**config.mk**
```make
export PLATFORM = sky130hd
export DESIGN_NAME = text_line_scroll_or_centre
export DESIGN_NICKNAME = d
export VERILOG_FILES = /design/src/hw/rtl/tlsc_pkg.sv /design/src/hw/rtl/text_line_scroll_or_centre.sv
export SDC_FILE = /design/constraint.sdc
export NUM_CORES = 1
export LEC_CHECK = 0
export ABC_CLOCK_PERIOD_IN_PS = 4800
export BUFFER_PORTS_ARGS = -buffer_cell sky130_fd_sc_hd__buf_2
export CAP_MARGIN = 10
export CORE_MARGIN = 8
export CORE_UTILIZATION = 35
export CTS_CLUSTER_SIZE = 10
export DETAILED_ROUTE_END_ITERATION = 10
export GPL_TIMING_DRIVEN = 0
export MAX_ROUTING_LAYER = met4
export PLACE_DENSITY_LB_ADDON = 0.1
export SYNTH_ARGS = -nofsm -noshare
export SYNTH_HDL_FRONTEND = slang
export SYNTH_SLANG_ARGS = --single-unit
export TNS_END_PERCENT = 50
```
**constraint.sdc**
```tcl
create_clock -name clock -period 4.8 [get_ports clock]
set_input_delay 0.72 -clock clock [delete_from_list [all_inputs] [get_ports clock]]
set_output_delay 0.72 -clock clock [all_outputs]
set_load 0.005 [all_outputs]
```
**src/hw/rtl/tlsc_pkg.sv**
```systemverilog
package tlsc_pkg;

   localparam int WINDOW_CHARS = 10;
   localparam int GAP_CHARS    = 3;
   localparam int STORE_DEPTH  = 64;

   localparam int ADDR_W = $clog2(STORE_DEPTH);
   localparam int CNT_W  = $clog2(WINDOW_CHARS + 1);
   localparam int LEN_W  = 6;
   localparam int POS_W  = 7;

   localparam logic [7:0] SPACE_CODE = 8'd32;

   localparam logic OP_WRITE  = 1'b0;
   localparam logic OP_RENDER = 1'b1;

   typedef struct packed {
      logic       opcode;
      logic [5:0] char_index;
      logic [7:0] char_value;
   } req_type;

   typedef struct packed {
      logic [7:0] char_out;
      logic       last_char;
   } rsp_type;

   typedef enum logic [1:0] {
      ST_IDLE = 2'b01,
      ST_RUN  = 2'b10
   } state_type;

endpackage

```
**src/hw/rtl/text_line_scroll_or_centre.sv**
```systemverilog
// A write word is stored when accepted. A render word is accepted only in the idle state;
// its first character passes the read stage into the output register. Characters then
// leave at one per cycle while rsp_ready is high, so the next word after a render is
// accepted once its last character is issued; only non-space characters read the store.
// Synchronous reset clears the length, scroll phase, state, count and valid flags only;
// the text store is not cleared and reads of unwritten entries are undefined.
module text_line_scroll_or_centre (
   input  logic                  clock,
   input  logic                  reset,
   input  logic                  req_valid,
   output logic                  req_ready,
   input  tlsc_pkg::req_type     req_data,
   output logic                  rsp_valid,
   input  logic                  rsp_ready,
   output tlsc_pkg::rsp_type     rsp_data,
   input  logic                  csr_wr_en,
   input  logic [5:0]            csr_wr_data
);
   import tlsc_pkg::*;

   logic [7:0] text_store [STORE_DEPTH];
   logic [7:0] mem_q_ff;

   state_type         state_ff, state_in;
   logic [LEN_W-1:0]  len_ff;
   logic [POS_W-1:0]  phase_ff, phase_in;
   logic [POS_W-1:0]  pos_ff, pos_in;
   logic [CNT_W-1:0]  cnt_ff, cnt_in;
   logic [CNT_W-1:0]  num_ff, num_in;
   logic [CNT_W-1:0]  pad_ff, pad_in;
   logic              scroll_ff, scroll_in;
   logic              s1_valid_ff, s1_valid_in;
   logic              s1_space_ff, s1_space_in;
   logic              s1_last_ff, s1_last_in;
   logic              rsp_valid_ff, rsp_valid_in;
   rsp_type           rsp_data_ff, rsp_data_in;

   logic [POS_W-1:0]  cycle_len;
   logic [POS_W-1:0]  phase_inc;
   logic [POS_W-1:0]  pos_inc;
   logic [POS_W-1:0]  pad_len;
   logic              accept;
   logic              advance1;
   logic              issue;
   logic              in_pad;
   logic              cur_space;
   logic              cur_last;
   logic              mem_rd;
   logic [ADDR_W-1:0] rd_addr;
   logic              mem_wr;

   assign req_ready = (state_ff == ST_IDLE);
   assign accept    = req_valid && req_ready;
   assign rsp_valid = rsp_valid_ff;
   assign rsp_data  = rsp_data_ff;

   assign cycle_len = POS_W'(len_ff) + POS_W'(GAP_CHARS);
   assign phase_inc = (phase_ff + 1'b1 == cycle_len) ? '0 : phase_ff + 1'b1;
   assign pos_inc   = (pos_ff + 1'b1 == cycle_len) ? '0 : pos_ff + 1'b1;
   assign pad_len   = (POS_W'(WINDOW_CHARS) - POS_W'(len_ff)) >> 1;

   assign advance1 = s1_valid_ff && (!rsp_valid_ff || rsp_ready);
   assign issue    = (state_ff == ST_RUN) && (!s1_valid_ff || advance1);
   assign in_pad   = !scroll_ff && (cnt_ff < pad_ff);
   assign cur_space = in_pad || (pos_ff >= POS_W'(len_ff))
                      || (32'(pos_ff) >= STORE_DEPTH);
   assign cur_last  = (cnt_ff == num_ff - 1'b1);
   assign mem_rd    = issue && !cur_space;
   assign rd_addr   = ADDR_W'(pos_ff);
   assign mem_wr    = accept && (req_data.opcode == OP_WRITE)
                      && (32'(req_data.char_index) < STORE_DEPTH);

   always_comb begin
      state_in    = state_ff;
      phase_in    = phase_ff;
      pos_in      = pos_ff;
      cnt_in      = cnt_ff;
      num_in      = num_ff;
      pad_in      = pad_ff;
      scroll_in   = scroll_ff;
      s1_valid_in = s1_valid_ff;
      s1_space_in = s1_space_ff;
      s1_last_in  = s1_last_ff;
      rsp_valid_in = rsp_valid_ff;
      rsp_data_in  = rsp_data_ff;

      if (rsp_valid_ff && rsp_ready) begin
         rsp_valid_in = 1'b0;
      end
      if (advance1) begin
         rsp_valid_in          = 1'b1;
         rsp_data_in.char_out  = s1_space_ff ? SPACE_CODE : mem_q_ff;
         rsp_data_in.last_char = s1_last_ff;
         s1_valid_in           = 1'b0;
      end

      case (state_ff)
         ST_IDLE: begin
            if (accept && (req_data.opcode == OP_RENDER)) begin
               cnt_in = '0;
               if (32'(len_ff) > WINDOW_CHARS) begin
                  scroll_in = 1'b1;
                  phase_in  = phase_inc;
                  pos_in    = phase_inc;
                  num_in    = CNT_W'(WINDOW_CHARS);
                  pad_in    = '0;
                  state_in  = ST_RUN;
               end else begin
                  scroll_in = 1'b0;
                  pos_in    = '0;
                  pad_in    = CNT_W'(pad_len);
                  num_in    = CNT_W'(pad_len + POS_W'(len_ff));
                  if ((pad_len + POS_W'(len_ff)) != '0) begin
                     state_in = ST_RUN;
                  end
               end
            end
         end
         ST_RUN: begin
            if (issue) begin
               s1_valid_in = 1'b1;
               s1_space_in = cur_space;
               s1_last_in  = cur_last;
               cnt_in      = cnt_ff + 1'b1;
               if (scroll_ff) begin
                  pos_in = pos_inc;
               end else if (!in_pad) begin
                  pos_in = pos_ff + 1'b1;
               end
               if (cur_last) begin
                  state_in = ST_IDLE;
               end
            end
         end
         default: begin
            state_in = ST_IDLE;
         end
      endcase

      if (csr_wr_en) begin
         phase_in = '0;
      end
   end

   always_ff @(posedge clock) begin
      if (mem_wr) begin
         text_store[ADDR_W'(req_data.char_index)] <= req_data.char_value;
      end
      if (mem_rd) begin
         mem_q_ff <= text_store[rd_addr];
      end
   end

   always_ff @(posedge clock) begin
      if (reset) begin
         state_ff     <= ST_IDLE;
         len_ff       <= '0;
         phase_ff     <= '0;
         s1_valid_ff  <= 1'b0;
         rsp_valid_ff <= 1'b0;
         cnt_ff       <= '0;
      end else begin
         state_ff     <= state_in;
         phase_ff     <= phase_in;
         s1_valid_ff  <= s1_valid_in;
         rsp_valid_ff <= rsp_valid_in;
         cnt_ff       <= cnt_in;
         if (csr_wr_en) begin
            len_ff <= csr_wr_data;
         end
      end
   end

   always_ff @(posedge clock) begin
      pos_ff      <= pos_in;
      num_ff      <= num_in;
      pad_ff      <= pad_in;
      scroll_ff   <= scroll_in;
      s1_space_ff <= s1_space_in;
      s1_last_ff  <= s1_last_in;
      rsp_data_ff <= rsp_data_in;
   end

   a_state_onehot: assert property (@(posedge clock) disable iff (reset)
      $onehot(state_ff))
      else $error("state register is not one-hot");

   a_count_in_frame: assert property (@(posedge clock) disable iff (reset)
      (state_ff == ST_RUN) |-> (cnt_ff < num_ff))
      else $error("character count has run past the frame");

   a_phase_in_cycle: assert property (@(posedge clock) disable iff (reset)
      (32'(len_ff) > WINDOW_CHARS) |-> (phase_ff < cycle_len))
      else $error("scroll phase outside its cycle");

   a_stage_holds: assert property (@(posedge clock) disable iff (reset)
      (s1_valid_ff && !advance1) |=> (s1_valid_ff && $stable(mem_q_ff)))
      else $error("stalled read stage lost its word");

endmodule
```
==> impl_results.rst <==
.. list-table::
   :header-rows: 1

   * - Metric
     - Value
   * - Ratio of final minimum period to clock period
     - 0.7046
   * - Setup repair after global routing missed its margin
     - false
   * - Cell total after placement
     - approximately 2200
   * - Number of hold buffers added after CTS
     - 0
   * - Min cycle time layout
     - about 3.4 ns
   * - Mean Syn Cell Area
     - between 15 and 20 µm²
   * - Mapped Cells
     - 1301
   * - Post-CTS setup repair buffer count
     - 0
   * - Source-to-sink clock delay at the later pin of the worst-skew pair
     - ~0.6 ns
   * - Leakage Power
     - roughly 8.6 nW
   * - Number of distinct library cell variants in the gate-level netlist after synthesis
     - between 50 and 60
   * - Number of clock sinks
     - approximately 570
   * - Ys Warns
     - 0
   * - Most frequently used flop master after synthesis
     - edfxtp_1
   * - Count of routing violations after the opening detailed-route iteration
     - 1107
   * - Overall routed net length
     - a little under 60000 µm
   * - CP Class
     - reg2reg
   * - Effective utilization at floorplan
     - 0.3528
   * - Relative slew slack
     - 0.3739
   * - Final antenna-violating net count
     - 0
   * - Post-DR vias/cell
     - 5.201
   * - Critical Path RT
     - between 5 and 6 ns
   * - Max-slew violation count
     - 0
   * - Capturing element type of the critical path
     - register
   * - Peak VDD IR
     - 201.5 µV
   * - Total global routing track utilization
     - 0.1639
   * - Die ar.
     - around 75000 µm²
   * - TritonCTS clock tree
     - built
   * - Final core utilization
     - 0.4040
   * - Post-Synthesis Net Count
     - between 1000 and 1500
   * - Post-CTS clock slew at the launch and capture registers of the worst setup and hold paths
     - 0.05 ns
   * - Buffers on Ports
     - 32
   * - HPWL after detailed placement
     - 39680 µm
   * - Hold Worst Slack
     - 0.3705 ns
   * - Highest-count cells in the layout ignoring fill and taps
     - 547 x edfxtp_1, 103 x mux2i_1, 97 x nor2_1
   * - Placed Instance Area
     - about 25000 µm²
   * - Final WS setup
     - between 1 and 1.5 ns
   * - Worst Setup Slack post-DPL
     - 1.278 ns
   * - Number of standard cells in the layout, taps in and fillers out
     - 2304
   * - Horizontal die dimension
     - about 270 µm
   * - Setup violators final
     - 0
   * - Areal power density over the cells
     - between 500 and 600 nW/µm²
   * - Top Ports
     - 37
   * - Transition at the pin with the smallest max-transition slack
     - about 0.94 ns
   * - Total CTS buffers
     - 68
   * - 1st-pass router iterations
     - 5
   * - Relative area change from synthesis to final layout
     - 14.52%
   * - Proportion of layout cells with a drive suffix above 1
     - 0.1768
   * - Detailed-route wire length per cell
     - between 20 and 30 µm
   * - Quantity of gates resized following cts
     - 0
   * - Max Freq
     - approximately 300 MHz
   * - Async set-reset flop share out of synthesis
     - 0
   * - Part of the Yosys area used for sequential elements
     - 0.7263
   * - Global placer's final weighted congestion
     - 0.8590
   * - CTS H-tree depth
     - 3
   * - Standard-cell rows
     - 94
   * - Number of design rule violations left after detail routing
     - 0
   * - Startpoint type of the worst setup path
     - register
   * - Synth Register Bits
     - 568
   * - Max_cap viols
     - 0
   * - Number of synthesized flops with an enable pin
     - between 500 and 600
   * - Antenna violations before repair
     - 3
   * - Setup Skew
     - ~0.023 ns
   * - Final hold viol count
     - 0
   * - Global-route wire length before repair
     - between 80000 and 90000 µm
   * - Final standard cell area without fillers
     - between 20000 and 30000 µm²
   * - Via count of the first global-routing pass
     - roughly 12000
   * - Post-layout total power
     - approximately 14 mW
   * - Remaining global-route overflow
     - 0
   * - Hold crit path type
     - in2reg
   * - Setup tns final
     - 0 ns
   * - R2R Setup Slk
     - roughly 1.4 ns
   * - Run status
     - complete, no violations
   * - Cell chosen for the clock root
     - clkbuf_16
   * - Layout net count
     - 1466
   * - Commonest non-fill, non-tap cell in the layout
     - edfxtp_1
   * - Max Buffers Root-to-Sink
     - 3
   * - Maximum number of pins on one net before global-route repair
     - 65
   * - Largest driver fanout on the critical path
     - 8
   * - Arrival time of data at the critical path endpoint
     - roughly 3.6 ns
   * - Die Y-Extent
     - 273.4 µm
   * - Total standard cell area after synthesis
     - between 20000 and 25000 µm²
   * - Routed vias
     - between 10000 and 15000
   * - Std-Cell Core Area
     - between 60000 and 70000 µm²
critical path, stage by stage, from the launching register on:
cell and delay (ns):
dfxtp_1 0.34, nor2b_1 0.13, buf_2 0.21, nand2_1 0.09, nor3b_1 0.58, nand3_1 0.74, nor2_1 0.91
Yosys cell counts (all sizes together) (3+ instances only):
master,instances,share of area
a211oi,17,0.0055
o22ai,25,0.0067
a21oi,40,0.0088
and3,3,0.00081
or3,3,0.0010
inv,19,0.0031
nor2,98,0.016
nand2,64,0.010
o21ai,10,0.0022
clkbuf,29,0.0047
nor3,8,0.0017
or2,5,0.0013
o221ai,48,0.018
nand2b,4,0.0011
mux2i,103,0.044
nand3b,5,0.0016
nand3,11,0.0026
nor2b,15,0.0040
buf,37,0.011
a21o,7,0.0023
ha,26,0.014
edfxtp,547,0.71
dfxtp,21,0.018
xnor2,20,0.0076
mux4,88,0.085
xor2,17,0.0064
o32ai,7,0.0026
worst paths after layout:
kind | cells after the start | startpoint | to
worst max register to register | 6 | state_ff[0]$_SDFFE_PP1P_ | text_store[55][0]$_DFFE_PP_
worst max-delay path | 6 | state_ff[0]$_SDFFE_PP1P_ | text_store[55][0]$_DFFE_PP_
worst min register to register | 0 | s1_last_ff$_DFFE_PP_ | rsp_data[0]$_DFFE_PP_
worst min-delay path | 3 | csr_wr_data[1] | len_ff[1]$_SDFFE_PP0P_
kinds of logic (layout without fill, tap and decap cells):
group	Yosys count	after routing	synth area share
flip-flops	568	568	0.7263
AND/OR/NAND/NOR	227	227	0.04504
multiplexers	191	191	0.1299
AO/OA/AOI/OAI	166	166	0.05114
buffers and inverters	85	221	0.01866
XOR/XNOR	38	38	0.01500
adder cells (fa/ha/maj)	26	26	0.01402
other	0	3	0
metal layers:
metal,global-route usage,up-vias,routed length (µm)
li1,-,5445,-
met5,-,-,0
met4,0.05353,0,1490
met2,0.2434,319,26770
met3,0.03275,77,3597
met1,0.2253,6141,27440
registers in the layout (all words and copies together) (netlist names):
signal and count:
text_store 512, mem_q_ff 8, len_ff 6, s1_valid_ff 1, rsp_data 9, num_ff 4
s1_last_ff 1, scroll_ff 1, state_ff 2, pad_ff 4, phase_ff 7, s1_space_ff 1
pos_ff 7, cnt_ff 4, rsp_valid 1
power by group:
group	internal (mW)	switching (mW)	total (mW)	leakage (nW)
combinational	1.32	2.08	3.41	2.59
sequential	5.55	0.0589	5.60	5.10
clock	2.67	1.90	4.57	0.926
layout make-up:
type | count | area [µm²]
antenna | 3 | 7.507
buffer | 66 | 361.6
clock buffer | 83 | 1800
clock inverter | 10 | 97.59
fill | 5875 | 39180
inverter | 19 | 71.32
multi-input combinational | 648 | 5917
sequential | 568 | 16850
tap | 864 | 1081
timing repair buffer | 43 | 380.4
Power figures use the tool's default switching activity.
